### src/design/clut_fifo.sv
// small register fifo
module clut_fifo #(
  parameter int unsigned Width = 8,
  parameter int unsigned Depth = 4
) (
  input  logic             clk_i,
  input  logic             rst_ni,
  input  logic             push_i,
  input  logic [Width-1:0] data_i,
  output logic             full_o,
  input  logic             pop_i,
  output logic [Width-1:0] data_o,
  output logic             empty_o
);
  localparam int unsigned PtrW = (Depth > 1) ? $clog2(Depth) : 1;
  localparam logic [PtrW-1:0] LastPtr = PtrW'(Depth - 1);
  localparam logic [PtrW:0]   FullCnt = (PtrW + 1)'(Depth);

  logic [Width-1:0] mem_q [Depth];
  logic [PtrW-1:0] wr_q, wr_d, rd_q, rd_d;
  logic [PtrW:0]   cnt_q, cnt_d;
  logic            do_push, do_pop;

  assign full_o  = (cnt_q == FullCnt);
  assign empty_o = (cnt_q == '0);
  assign data_o  = mem_q[rd_q];
  assign do_push = push_i && !full_o;
  assign do_pop  = pop_i && !empty_o;

  always_comb begin
    wr_d  = do_push ? ((wr_q == LastPtr) ? '0 : wr_q + 1'b1) : wr_q;
    rd_d  = do_pop ? ((rd_q == LastPtr) ? '0 : rd_q + 1'b1) : rd_q;
    cnt_d = cnt_q + (PtrW + 1)'(do_push) - (PtrW + 1)'(do_pop);
  end

  always_ff @(posedge clk_i or negedge rst_ni) begin
    if (!rst_ni) begin
      wr_q  <= '0;
      rd_q  <= '0;
      cnt_q <= '0;
    end else begin
      wr_q  <= wr_d;
      rd_q  <= rd_d;
      cnt_q <= cnt_d;
    end
  end

  always_ff @(posedge clk_i) begin
    if (do_push) begin
      mem_q[wr_q] <= data_i;
    end
  end
endmodule

### config.mk
export PLATFORM = sky130hd
export DESIGN_NAME = clut_fifo
export DESIGN_NICKNAME = d
export VERILOG_FILES = /design/src/design/clut_fifo.sv
export SDC_FILE = /design/constraint.sdc
export NUM_CORES = 1
export LEC_CHECK = 0
export BUFFER_PORTS_ARGS = -buffer_cell sky130_fd_sc_hd__buf_2
export CORE_UTILIZATION = 50
export CTS_BUF_LIST = sky130_fd_sc_hd__clkbuf_4 sky130_fd_sc_hd__clkbuf_8 sky130_fd_sc_hd__clkbuf_16
export DETAILED_ROUTE_END_ITERATION = 16
export PLACE_DENSITY = 0.74
export SYNTH_ARGS = -nofsm -noshare
export SYNTH_HDL_FRONTEND = slang
export SYNTH_SLANG_ARGS = --single-unit
### constraint.sdc
create_clock -name clk_i -period 2.2 [get_ports clk_i]
set_input_delay 0.33 -clock clk_i [delete_from_list [all_inputs] [get_ports clk_i]]
set_output_delay 0.33 -clock clk_i [all_outputs]
set_load 0.1 [all_outputs]
==> results.tsv <==
metric	value	unit
yosysMostFrequentCell	edfxtp_1	
synth.area.top_cells	edfxtp_1 (60%), mux4_2 (11%), dfrtp_1 (11%)	
dr_total_vias	774	
yosysTopAreaCellShare	0.5995	
period_share	0.9372	
drt_wl_total	2.378	mm
path_max_fanout	11	
area_growth	17.25	%
fin_crit	2062	ps
hold_violations	0	
cp_cell_sequence	mux4_2, buf_2	
drv_cap	0	
vias_per_cell	5.059	
fin_setup_tns	0	ps
synthTopCellsByCount	edfxtp_1 (32), mux4_2 (8), dfrtp_1 (7), ha_1 (7), inv_1 (7)	
hp-class	in2reg	
clk_pin_slew_worst_paths	110	ps
cts-root-buf	clkbuf_4	
worst_slack	138.2	ps
grt_start_max_net_pins	13	
slew_headroom	0.6760	
hpwl	1.633	mm
crit_type	reg2out	
worstMarginPinSlew	489.4	ps
fmaxAchievable	485.0	MHz
ys_seq_area_frac	0.7088	
syn_avg_cell_area	19.79	um^2
drt_iter0_markers	31	
place_congestion	0.7268	
grt_pass1_vias	779	
floorplan.initialDensity	0.5250	
skew	5.599	ps
grt.overflow.total	0	
final_max_slew_viol_count	0	
hold_ws	204.8	ps
grt_pass1_wl	3.808	mm
io_buffers	21	
first_pass_iters	4	
globalRouteTotalUtil	0.1657	
crit_arrival	1730	ps
nets	128	
rsz0062_at_grt	false	
fp-row-count	20	
required	1870	ps
drive_gt1_frac	0.4679	
synth-seq-cells	39	
die_width	58.62	um
wl_per_cell	15.54	um
cpPeakStageDelay	560	ps
dieArea	3436	um^2
ant_nets	0	
fp.dieH	58.62	um
synthFlopType	edfxtp_1	
finalNonFillerCells	153	
coreArea	3053	um^2
regToRegSetupSlack	140	ps
critPathCaptureType	primary output	
cts_max_path_buffers	2	
syn_nets	101	
htree_num_levels	2	
antenna_found_initial	0	
drc	0	
crit_slowest_cell	dfrtp_4	
cts_tree	done	
outcome	completed	
cp-start-kind	flip-flop	
clk_latency	330	ps
synth_edf_count	32	
num_io_pins	22	
synthCells	81	
synth.cell_area	1603	um^2
ys_warn_count	0	
cts_buffers	5	
diodes	0	
synth_top_area_cell	edfxtp_1	
synth_cell_types	19	
async_flop_share	0.1795	
clkSinkCount	39	
setup_violations	0	
pre_cts_slack	169.7	ps
dp.cells	144	
==> state kept, by name, indices dropped and copies added, names as in the netlist <==
| name | count |
|---|---|
| rd_q | 2 |
| mem_q | 32 |
| cnt_q | 3 |
| wr_q | 2 |
==> kinds of logic (layout without fill, tap and decap cells) <==
family | Yosys count | count (layout) | share of synthesized area
flops | 39 | 39 | 0.7088
mux | 11 | 11 | 0.1358
simple gates | 11 | 11 | 0.05152
buf+inv | 9 | 37 | 0.02186
fa+ha+maj | 8 | 8 | 0.06713
xor+xnor | 2 | 2 | 0.01093
compound gates | 1 | 1 | 0.003906
==> per-layer routing <==
layer | routed length, um | track usage | part of all wire
met5 | 0 | 0 | 0
met1 | 1074 | 0.2146 | 0.45
met2 | 1190 | 0.2545 | 0.50
met3 | 80 | 0.04835 | 0.034
met4 | 32 | 0.09184 | 0.013
==> final timing paths <==
check / startpoint / endpoint / cells past startpoint
max in group asynchronous: rst_ni / rd_q[0] / 2
min in group asynchronous: rst_ni / rd_q[0] / 2
min reg2reg: wr_q[0] / wr_q[0] / 1
max: rd_q[0] / data_o[1] / 2
max reg2reg: cnt_q[2] / cnt_q[2] / 9
min: data_i[5] / mem_q[3][5] / 1
==> timing repair <==
action | CTS | global route
setup buffers | 0 | 0
endpoints found under the setup margin | 8 | 3
pin swaps | 0 | 0
hold buffers | 1 | 0
hold endpoints to repair | 7 | 0
resized for setup | 1 | 1
==> critical path, delay by kind of cell, from the launching register on <==
| family | cells | cell delay (ps) |
|---|---|---|
| flops | 1 | 560 |
| mux | 1 | 530 |
| buf+inv | 1 | 310 |
==> layout by cell type (no fill, tap or decap), types with 2 or more instances in the layout <==
cell      netlist  final
edfxtp_1       32     32
buf_2           1     21
mux4_2          8      8
ha_1            7      5
clkbuf_4        0      5
dfrtp_1         7      5
inv_1           7      4
and2_1          4      4
inv_2           0      3
xnor2_1         2      2
nor2_1          2      2
mux2_2          2      2
==> per-stage QoR <==
stage	area, um^2	utilization
after global placement	1789	0.5861
after CTS	1877	0.6148
after global routing	1879	0.6156
after floorplan	1638	-
after detailed placement	1789	0.5861
final	1879	0.6156
==> layout make-up <==
| type | instances | area [um^2] |
|---|---|---|
| well taps | 44 | 55.05 |
| clock buffers | 5 | 37.54 |
| inverters | 7 | 26.28 |
| clock inverters | 3 | 38.79 |
| multi-input cells | 33 | 465.4 |
| repair buffers | 22 | 115.1 |
| flip-flops and latches | 39 | 1141 |
| fillers | 247 | 1174 |
Power is left out: the tool's default activity adds up to more than one toggle a clock period on the data nets, which glitch-free logic cannot reach.
