===== src/design/clut_pkg.sv =====
// shared types and constants of the color lookup table
package clut_pkg;

  localparam int unsigned LevelsDef   = 64;
  localparam int unsigned ChannelsDef = 7;
  localparam int unsigned NumOut      = 7;
  localparam int unsigned CompW       = 17;
  localparam int unsigned CellW       = 6;
  localparam int unsigned ChanW       = 3;
  localparam int unsigned EntryW      = 16;
  localparam int unsigned WeightW     = 17;
  localparam int unsigned IdxW        = 7;
  localparam int unsigned QueueDepth  = 4;
  localparam int unsigned OutDepth    = 8;
  localparam int unsigned CreditW     = 4;

  localparam logic [CompW-1:0] OneQ16 = CompW'(65536);

  typedef enum logic {
    CmdWrite   = 1'b0,
    CmdConvert = 1'b1
  } cmd_e;

  typedef struct packed {
    cmd_e                    cmd;
    logic                    wr_en;
    logic [IdxW-1:0]         lo_r;
    logic [IdxW-1:0]         lo_g;
    logic [IdxW-1:0]         lo_b;
    logic [WeightW-1:0]      w_r;
    logic [WeightW-1:0]      w_g;
    logic [WeightW-1:0]      w_b;
    logic [CellW-1:0]        cell_r;
    logic [CellW-1:0]        cell_g;
    logic [CellW-1:0]        cell_b;
    logic [ChanW-1:0]        channel;
    logic [EntryW-1:0]       value;
  } clut_item_t;

  typedef logic [NumOut-1:0][EntryW-1:0] clut_result_t;

endpackage


===== src/design/clut_in_if.sv =====
// input channel of the color lookup table
interface clut_in_if;
  logic        valid;
  logic        ready;
  logic        cmd;
  logic [16:0] red;
  logic [16:0] green;
  logic [16:0] blue;
  logic [5:0]  cell_red;
  logic [5:0]  cell_green;
  logic [5:0]  cell_blue;
  logic [2:0]  channel;
  logic signed [15:0] entry_value;

  modport source (output valid, cmd, red, green, blue, cell_red, cell_green, cell_blue,
                  channel, entry_value, input ready);
  modport sink (input valid, cmd, red, green, blue, cell_red, cell_green, cell_blue,
                channel, entry_value, output ready);
endinterface


===== src/design/clut_front.sv =====
// front end: grid mapping of convert items and range check of write items
module clut_front import clut_pkg::*; #(
  parameter int unsigned LEVELS   = LevelsDef,
  parameter int unsigned CHANNELS = ChannelsDef
) (
  clut_in_if.sink    in_i,
  input  logic       full_i,
  output logic       push_o,
  output clut_item_t item_o
);
  localparam logic [IdxW-1:0] TopIdx   = IdxW'(LEVELS - 1);
  localparam logic [IdxW-1:0] LowTop   = IdxW'(LEVELS - 2);
  localparam logic [IdxW:0]   LevelsV  = (IdxW + 1)'(LEVELS);
  localparam logic [ChanW:0]  ChansV   = (ChanW + 1)'(CHANNELS);

  function automatic logic [IdxW+WeightW-1:0] grid_pos(logic [CompW-1:0] v);
    logic [CompW-1:0]      vc;
    logic [CompW+IdxW-1:0] f;
    logic [IdxW:0]         li;
    vc = (v > OneQ16) ? OneQ16 : v;
    f  = vc * TopIdx;
    li = f[CompW+IdxW-1:16];
    if (li >= (IdxW + 1)'(TopIdx)) begin
      return {LowTop, OneQ16};
    end
    return {li[IdxW-1:0], 1'b0, f[15:0]};
  endfunction

  logic in_range;

  assign in_i.ready = !full_i;
  assign push_o     = in_i.valid;

  assign in_range = ((IdxW + 1)'(in_i.cell_red) < LevelsV)
                 && ((IdxW + 1)'(in_i.cell_green) < LevelsV)
                 && ((IdxW + 1)'(in_i.cell_blue) < LevelsV)
                 && ((ChanW + 1)'(in_i.channel) < ChansV);

  always_comb begin
    item_o.cmd               = cmd_e'(in_i.cmd);
    item_o.wr_en             = (cmd_e'(in_i.cmd) == CmdWrite) && in_range;
    {item_o.lo_r, item_o.w_r} = grid_pos(in_i.red);
    {item_o.lo_g, item_o.w_g} = grid_pos(in_i.green);
    {item_o.lo_b, item_o.w_b} = grid_pos(in_i.blue);
    item_o.cell_r            = in_i.cell_red;
    item_o.cell_g            = in_i.cell_green;
    item_o.cell_b            = in_i.cell_blue;
    item_o.channel           = in_i.channel;
    item_o.value             = in_i.entry_value;
  end
endmodule


===== src/flat_wrapper.sv =====
// flat-port wrapper written by rule: the top's interface ports become plain ports
module clut_front_flat import clut_pkg::*;
#(
  parameter int unsigned LEVELS   = LevelsDef,
  parameter int unsigned CHANNELS = ChannelsDef
)
  (full_i, push_o, item_o, in_i_valid, in_i_cmd, in_i_red, in_i_green, in_i_blue, in_i_cell_red, in_i_cell_green, in_i_cell_blue, in_i_channel, in_i_entry_value, in_i_ready);
  clut_in_if in_i_i ();
  input  logic full_i;
  output logic push_o;
  output clut_item_t item_o;
  input wire logic [$bits(in_i_i.valid)-1:0] in_i_valid;
  input wire logic [$bits(in_i_i.cmd)-1:0] in_i_cmd;
  input wire logic [$bits(in_i_i.red)-1:0] in_i_red;
  input wire logic [$bits(in_i_i.green)-1:0] in_i_green;
  input wire logic [$bits(in_i_i.blue)-1:0] in_i_blue;
  input wire logic [$bits(in_i_i.cell_red)-1:0] in_i_cell_red;
  input wire logic [$bits(in_i_i.cell_green)-1:0] in_i_cell_green;
  input wire logic [$bits(in_i_i.cell_blue)-1:0] in_i_cell_blue;
  input wire logic [$bits(in_i_i.channel)-1:0] in_i_channel;
  input wire logic [$bits(in_i_i.entry_value)-1:0] in_i_entry_value;
  output wire logic [$bits(in_i_i.ready)-1:0] in_i_ready;
  assign in_i_i.valid = in_i_valid;
  assign in_i_i.cmd = in_i_cmd;
  assign in_i_i.red = in_i_red;
  assign in_i_i.green = in_i_green;
  assign in_i_i.blue = in_i_blue;
  assign in_i_i.cell_red = in_i_cell_red;
  assign in_i_i.cell_green = in_i_cell_green;
  assign in_i_i.cell_blue = in_i_cell_blue;
  assign in_i_i.channel = in_i_channel;
  assign in_i_i.entry_value = in_i_entry_value;
  assign in_i_ready = in_i_i.ready;
  clut_front #(.LEVELS(LEVELS), .CHANNELS(CHANNELS)) u_core (.in_i(in_i_i), .full_i(full_i), .push_o(push_o), .item_o(item_o));
endmodule

===== config.mk =====
export PLATFORM = sky130hd
export DESIGN_NAME = clut_front_flat
export DESIGN_NICKNAME = d
export VERILOG_FILES = /design/src/design/clut_pkg.sv /design/src/design/clut_in_if.sv /design/src/design/clut_front.sv /design/src/flat_wrapper.sv
export SDC_FILE = /design/constraint.sdc
export NUM_CORES = 1
export LEC_CHECK = 0
export BUFFER_PORTS_ARGS = -buffer_cell sky130_fd_sc_hd__buf_2
export CAP_MARGIN = 20
export CELL_PAD_IN_SITES_DETAIL_PLACEMENT = 1
export CELL_PAD_IN_SITES_GLOBAL_PLACEMENT = 1
export CORE_MARGIN = 3
export CORE_UTILIZATION = 45
export DETAILED_ROUTE_END_ITERATION = 8
export GPL_TIMING_DRIVEN = 0
export PLACE_DENSITY_LB_ADDON = 0.3
export SETUP_SLACK_MARGIN = 0.05
export SLEW_MARGIN = 20
export SYNTH_ARGS = -nofsm -noshare
export SYNTH_HDL_FRONTEND = slang
export SYNTH_SLANG_ARGS = --single-unit

===== constraint.sdc =====
create_clock -name vclk -period 15.47
set_input_delay 3.094 -clock vclk [all_inputs]
set_output_delay 3.094 -clock vclk [all_outputs]
set_load 0.01 [all_outputs]

==> out/metrics.yaml, run 1 <==
routing:
  avgViaCountPerCell: 5.26
  num_vias: 7569
  ant_nets: 0
  drtIter0Drc: 237
  wl_mm: 22.8
  drtPass1Iterations: 4
  drcViolationCount: 0
  post_drt_wl_per_cell_um: 15.8
synthesis:
  syn-cell-area_um2: 8260
  netlist_instances: 1068
  synth_top_area_frac: 0.247
  synth_most_common_cell: "inv_1"
  yosysWarnings: 0
  yosysUniqueCellTypes: 64
  yosysSeqAreaShare: 0
  synth_top_cell_by_area: "fa_1"
  synth_top_cells_by_area: "fa_1 (25%), ha_1 (15%), inv_1 (8.7%)"
  synthTopCellsByCount: "inv_1 (191), fa_1 (102), ha_1 (102), nand2_1 (72), nor2_1 (69)"
  syn_area_per_cell_um2: 7.74
die:
  start_util: 0.468
  core_um2: 17700
  ioPinCount: 204
  num_rows: 48
  die_w_um: 141
  dieArea_um2: 20000
  die_h_um: 141
final_layout:
  clock_buffers: 0
  areaGrowthSynthToFinish_pct: 12.2
  final_cells: 1438
  nets: 1510
  fin_util: 0.525
  n_sequential_cell: 0
  diodes: 0
  drive_gt1_frac: 0.171
  ff_latch_area_um2: 0
  fillers: 2310
worst_setup_path:
  timing.critical_path.mode_cell: "fa_1"
  crit_type: "primary input to output port"
  cp_slowest_stage_delay_ps: 820
  crit_chain: "clkbuf_1 > nor4_1 > nand2_1 > o21ai_0 > clkbuf_1 > nand2_1 > fa_1 > inv_1 > fa_1 > fa_1 > ha_1 > and2_1 > a221o_1 > a221o_1 > a221oi_1 > xnor2_1 > nand4bb_1 > nor4_2 > buf_2 > nor3_1 > buf_2"
  path_max_fanout: 10
  slowest_stage: "nor4_2"
  path_buf_inv: 5
  endpoint_kind: "output port"
  worstPathRequired_ps: 12380
  worstPathArrival_ps: 9980
  cp-start-kind: "primary input"
  crit_family: "simple AND/OR/NAND/NOR gates"
power:
  p_leak_nw: 5.08
  pwr_density_cell_nw_per_um2: 128
  p_total_mw: 1.18
  vdd_drop_max_v: 0.000118
global_routing:
  gr-total-overflow: 0
  grt_max_degree: 11
  grt_pass1_wl_mm: 37.9
  track_usage: 0.222
  grt_pass1_vias: 7885
  antenna_found_initial: 0
clock_network:
  hold_buffers: 0
  cts_resized: 0
  post_cts.repair.setup_buffers: 0
sta:
  report.final.slew_viol_count: 0
  fmax_mhz: 76.5
  fin_tns_setup_ps: 0
  rsz0062_at_grt: "false"
  fin_crit_sh: 0.845
  period_needed_ps: 13080
  worst_slack_ps: 2390
  hold_viol: 0
  tightestPinTransition_ps: 1060
  finalSetupViolCount: 0
  relSlewSlack: 0.289
place:
  hpwl_mm: 20.5
  dp_slack_ps: 2500
  place.gp.congestion: 0.866
  portBuffers: 143
  dp_cells: 1438
status:
  status: "completed"
job:
  max-cap-violations: 0
hold_path:
  hp-class: "primary input to output port"
## layout by cell type (no fill, tap or decap), types with 3 or more instances in the layout
| cell type | n |
|---|---|
| nand4_1 | 9 |
| o21ai_0 | 38 |
| a211o_1 | 7 |
| and3_1 | 6 |
| buf_4 | 42 |
| nor3b_1 | 11 |
| nor4_1 | 13 |
| nand2b_1 | 5 |
| a311oi_1 | 3 |
| inv_1 | 191 |
| or2_2 | 6 |
| and4_1 | 3 |
| clkbuf_1 | 44 |
| and2_1 | 21 |
| maj3_1 | 17 |
| xnor2_1 | 47 |
| xor2_1 | 49 |
| fa_1 | 102 |
| a31oi_1 | 7 |
| buf_2 | 145 |
| o211ai_1 | 7 |
| o21a_1 | 4 |
| or3_1 | 4 |
| a21oi_1 | 55 |
| nor2_1 | 69 |
| ha_1 | 102 |
| conb_1 | 3 |
| a21o_1 | 34 |
| a211oi_1 | 6 |
| nor3_1 | 18 |
| nand3_1 | 17 |
| o21bai_1 | 4 |
| nand2_1 | 72 |
| nor2b_1 | 11 |
| a221oi_1 | 4 |
## metal layers
| layer | track usage | wire length, um |
|---|---|---|
| met1 | 0.306 | 10400 |
| met2 | 0.410 | 11400 |
| met3 | 0.00270 | 820 |
| met4 | 0.0136 | 165 |
| met5 | 0 | 0 |
## where the power goes
group	total (mW)	internal, mW	switching (mW)
Combinational	1.18	0.472	0.712
Clock	0	0	0
Sequential	0	0	0
## cell families (layout without fill, tap and decap cells)
logic type                 count (synthesis)  in the layout  share of synthesized area
buffers and inverters                    282            425                      0.149
and+or+nand+nor                          269            269                      0.160
adders and majority gates                221            221                      0.422
AOI/OAI and AO/OA                        198            198                      0.165
xor gates and xnor gates                  96             96                      0.102
other                                      1              3                   0.000454
muxes                                      1              1                    0.00121
## worst paths after layout
check | from | slack (ps) | cells after the start | to
setup / recovery | in_i_blue[2] | 2390 | 21 | item_o[49]
hold / removal | in_i_entry_value[11] | 6370 | 2 | item_o[11]
## layout make-up
cell class	instances	area [um^2]	share of cell area
Buffer	91	518	0.0559
Inverter	191	717	0.0774
Multi-Input combinational cell	788	7030	0.759
Tap cell	225	282	0.0304
Timing Repair Buffer	143	716	0.0772
## metrics by stage
stage	cell area (um^2)	hold WS, ps
CTS	9270	6370
detailed placement	9270	6370
floorplan	8270	6230
global route	9270	6380
finish	9270	6370
global placement	9270	6370
Note: power is estimated with default switching activity, not from simulation.
==> inputs of run 2 (changes only) <==
Settings changed: ABC_AREA from default to 1, CORE_UTILIZATION 45 to 36.
Clock period 15.47 ns to 12 ns, I/O delays scaled along.
==> run 2 against run 1 <==
Effect of this change:
- synthesized cell count is 40% higher
- final cell count grew 39%
- global-route usage decreased by 3.3 points
- design area rose by 13%
- non-clock buffer count decreased by 15
- largest power group unchanged
==> out/metrics.yaml, run 2 <==
routing:
  drcViolationCount: 0
  drtIter0Drc: 275
  drtPass1Iterations: 4
  ant_nets: 0
  route.top_layer_used: "met4"
  wl_mm: 25.9
  wl_met3_um: 813
  wl_met1_mm: 11.7
  post_drt_wl_per_cell_um: 13.0
  wl_met2_mm: 13.1
  num_vias: 9327
  avgViaCountPerCell: 4.68
global_routing:
  grt_pass1_wl_mm: 45.8
  track_usage: 0.189
  gr-total-overflow: 0
  antenna_found_initial: 0
  grt_pass1_vias: 10000
  grt_max_degree: 11
power:
  vdd_drop_max_v: 0.000130
  p_leak_nw: 6.65
  power_frac_seq: 0
  pwr-share-clk: 0
  pwr_density_cell_nw_per_um2: 189
  combPwrFrac: 1.000
  p_sw_frac: 0.621
  power_switching_mw: 1.23
  internal_power_uw: 751
clock_network:
  post_cts.repair.setup_buffers: 0
  hold_buffers: 0
  cts_resized: 0
worst_setup_path:
  startpoint: "in_i_green[12]"
  endpoint_kind: "output port"
  cp_slowest_stage_delay_ps: 610
  cp-start-kind: "primary input"
  timing.critical_path.mode_cell: "inv_1"
  path_max_fanout: 10
  crit_end: "item_o[62]"
  crit_type: "primary input to output port"
  worstPathRequired_ps: 9600
  worstPathArrival_ps: 7900
  slowest_stage: "nor4_1"
synthesis:
  yosysWarnings: 0
  synth_most_common_cell: "nand2_1"
  yosysUniqueCellTypes: 43
  synthTopCellsByCount: "nand2_1 (436), inv_1 (355), nor2_1 (104), fa_1 (102), ha_1 (102)"
  syn-cell-area_um2: 9250
  synth_top_cells_by_area: "fa_1 (22%), nand2_1 (18%), inv_1 (14%)"
  yosysSeqAreaShare: 0
  netlist_instances: 1494
  synth_top_area_frac: 0.221
  syn_area_per_cell_um2: 6.19
  synth_top_cell_by_area: "fa_1"
sta:
  fmax_mhz: 97.1
  hold_viol: 0
  period_needed_ps: 10300
  report.final.slew_viol_count: 0
  fin_crit_sh: 0.858
  fin_tns_setup_ps: 0
  finalSetupViolCount: 0
  relSlewSlack: 0.554
  rsz0062_at_grt: "false"
  tightestPinTransition_ps: 662
job:
  max-cap-violations: 0
status:
  status: "completed"
final_layout:
  drive_gt1_frac: 0.171
  ff_latch_area_um2: 0
  nets: 1959
  final_common_cell: "nand2_1"
  n_sequential_cell: 0
  most-common-layout-cells: "nand2_1 (436), inv_1 (355), buf_2 (169), nor2_1 (104)"
  diodes: 0
  areaGrowthSynthToFinish_pct: 13.5
  clock_buffers: 0
  fin_area_um2: 10500
die:
  dieArea_um2: 27600
  core_um2: 25200
  num_rows: 58
  start_util: 0.367
  ioPinCount: 204
  die_w_um: 166
  die_h_um: 166
place:
  placed_cell_area_um2: 10500
  portBuffers: 166
  place.gp.congestion: 0.860
  hpwl_mm: 24.1
hold_path:
  hp-class: "primary input to output port"
==> run 2: changes by cell type after synthesis, moves of 31 or more <==
cell / previous run / this run
clkbuf_1: 44 / 3
nand3_1: 17 / 86
a21o_1: 34 / 0
nand2_1: 72 / 436
xor2_1: 49 / 18
nor2_1: 69 / 104
inv_1: 191 / 355
==> run 2: layout make-up <==
type / instances / area, um^2
Multi-Input combinational cell: 1068 / 7450
Buffer: 53 / 399
Inverter: 375 / 1410
Tap cell: 330 / 413
Timing Repair Buffer: 166 / 831
Fill cell: 3544 / 14700
==> run 2: how the worst min path moves through the flow <==
| stage | slack, ps | startpoint | end | depth (start not counted) |
|---|---|---|---|---|
| final | 4980 | in_i_entry_value[8] | item_o[8] | 2 |
| after CTS | 4980 | in_i_cell_blue[4] | item_o[23] | 2 |
| after floorplan | 4840 | full_i | in_i_ready | 1 |
| after global placement | 4980 | in_i_cell_blue[0] | item_o[19] | 2 |
| after detailed placement | 4990 | in_i_cell_blue[4] | item_o[23] | 2 |
| after global routing | 4990 | in_i_entry_value[11] | item_o[11] | 2 |
==> run 2: cells by family (layout without fill, tap and decap cells) <==
logic type,after synthesis,after routing,share of synthesized area
AO/OA/AOI/OAI,98,98,0.0618
XOR/XNOR,48,48,0.0475
adder cells (fa/ha/maj),206,206,0.361
buffers and inverters,428,594,0.195
other,1,3,0.000406
AND/OR/NAND/NOR,713,713,0.334
==> run 2: metal layers <==
| layer | up-vias | GRT usage |
|---|---|---|
| met5 | - | 0 |
| met4 | 0 | 0.0161 |
| li1 | 4781 | - |
| met2 | 155 | 0.365 |
| met3 | 12 | 0.00738 |
| met1 | 4379 | 0.242 |
==> run 2: critical path: cells and delay by family <==
| kind | cells | cell delay, ps |
|---|---|---|
| buffers and inverters | 11 | 1180 |
| adders and majority gates | 4 | 1950 |
| AOI/OAI and AO/OA | 1 | 190 |
| and+or+nand+nor | 13 | 2180 |
==> run 2: stage by stage <==
step	power, mW	utilization	setup WS [ps]	cells	hold slack (ps)
after global routing	2.28	0.417	1160	1992	4990
after floorplan	1.42	-	3000	1496	4840
after CTS	2.01	0.417	1760	1992	4980
after detailed placement	2.00	0.417	1780	1992	4990
after global placement	1.95	0.417	1870	1992	4980
final	1.98	0.417	1700	1992	4980
==> run 2: power groups by stage <==
stage | Clock, mW | Sequential [mW] | Combinational (mW)
6_report | 0 | 0 | 1.98
5_1_grt | 0 | 0 | 2.28
4_1_cts | 0 | 0 | 2.01
3_5_place_dp | 0 | 0 | 2.00
3_3_place_gp | 0 | 0 | 1.95
2_1_floorplan | 0 | 0 | 1.42
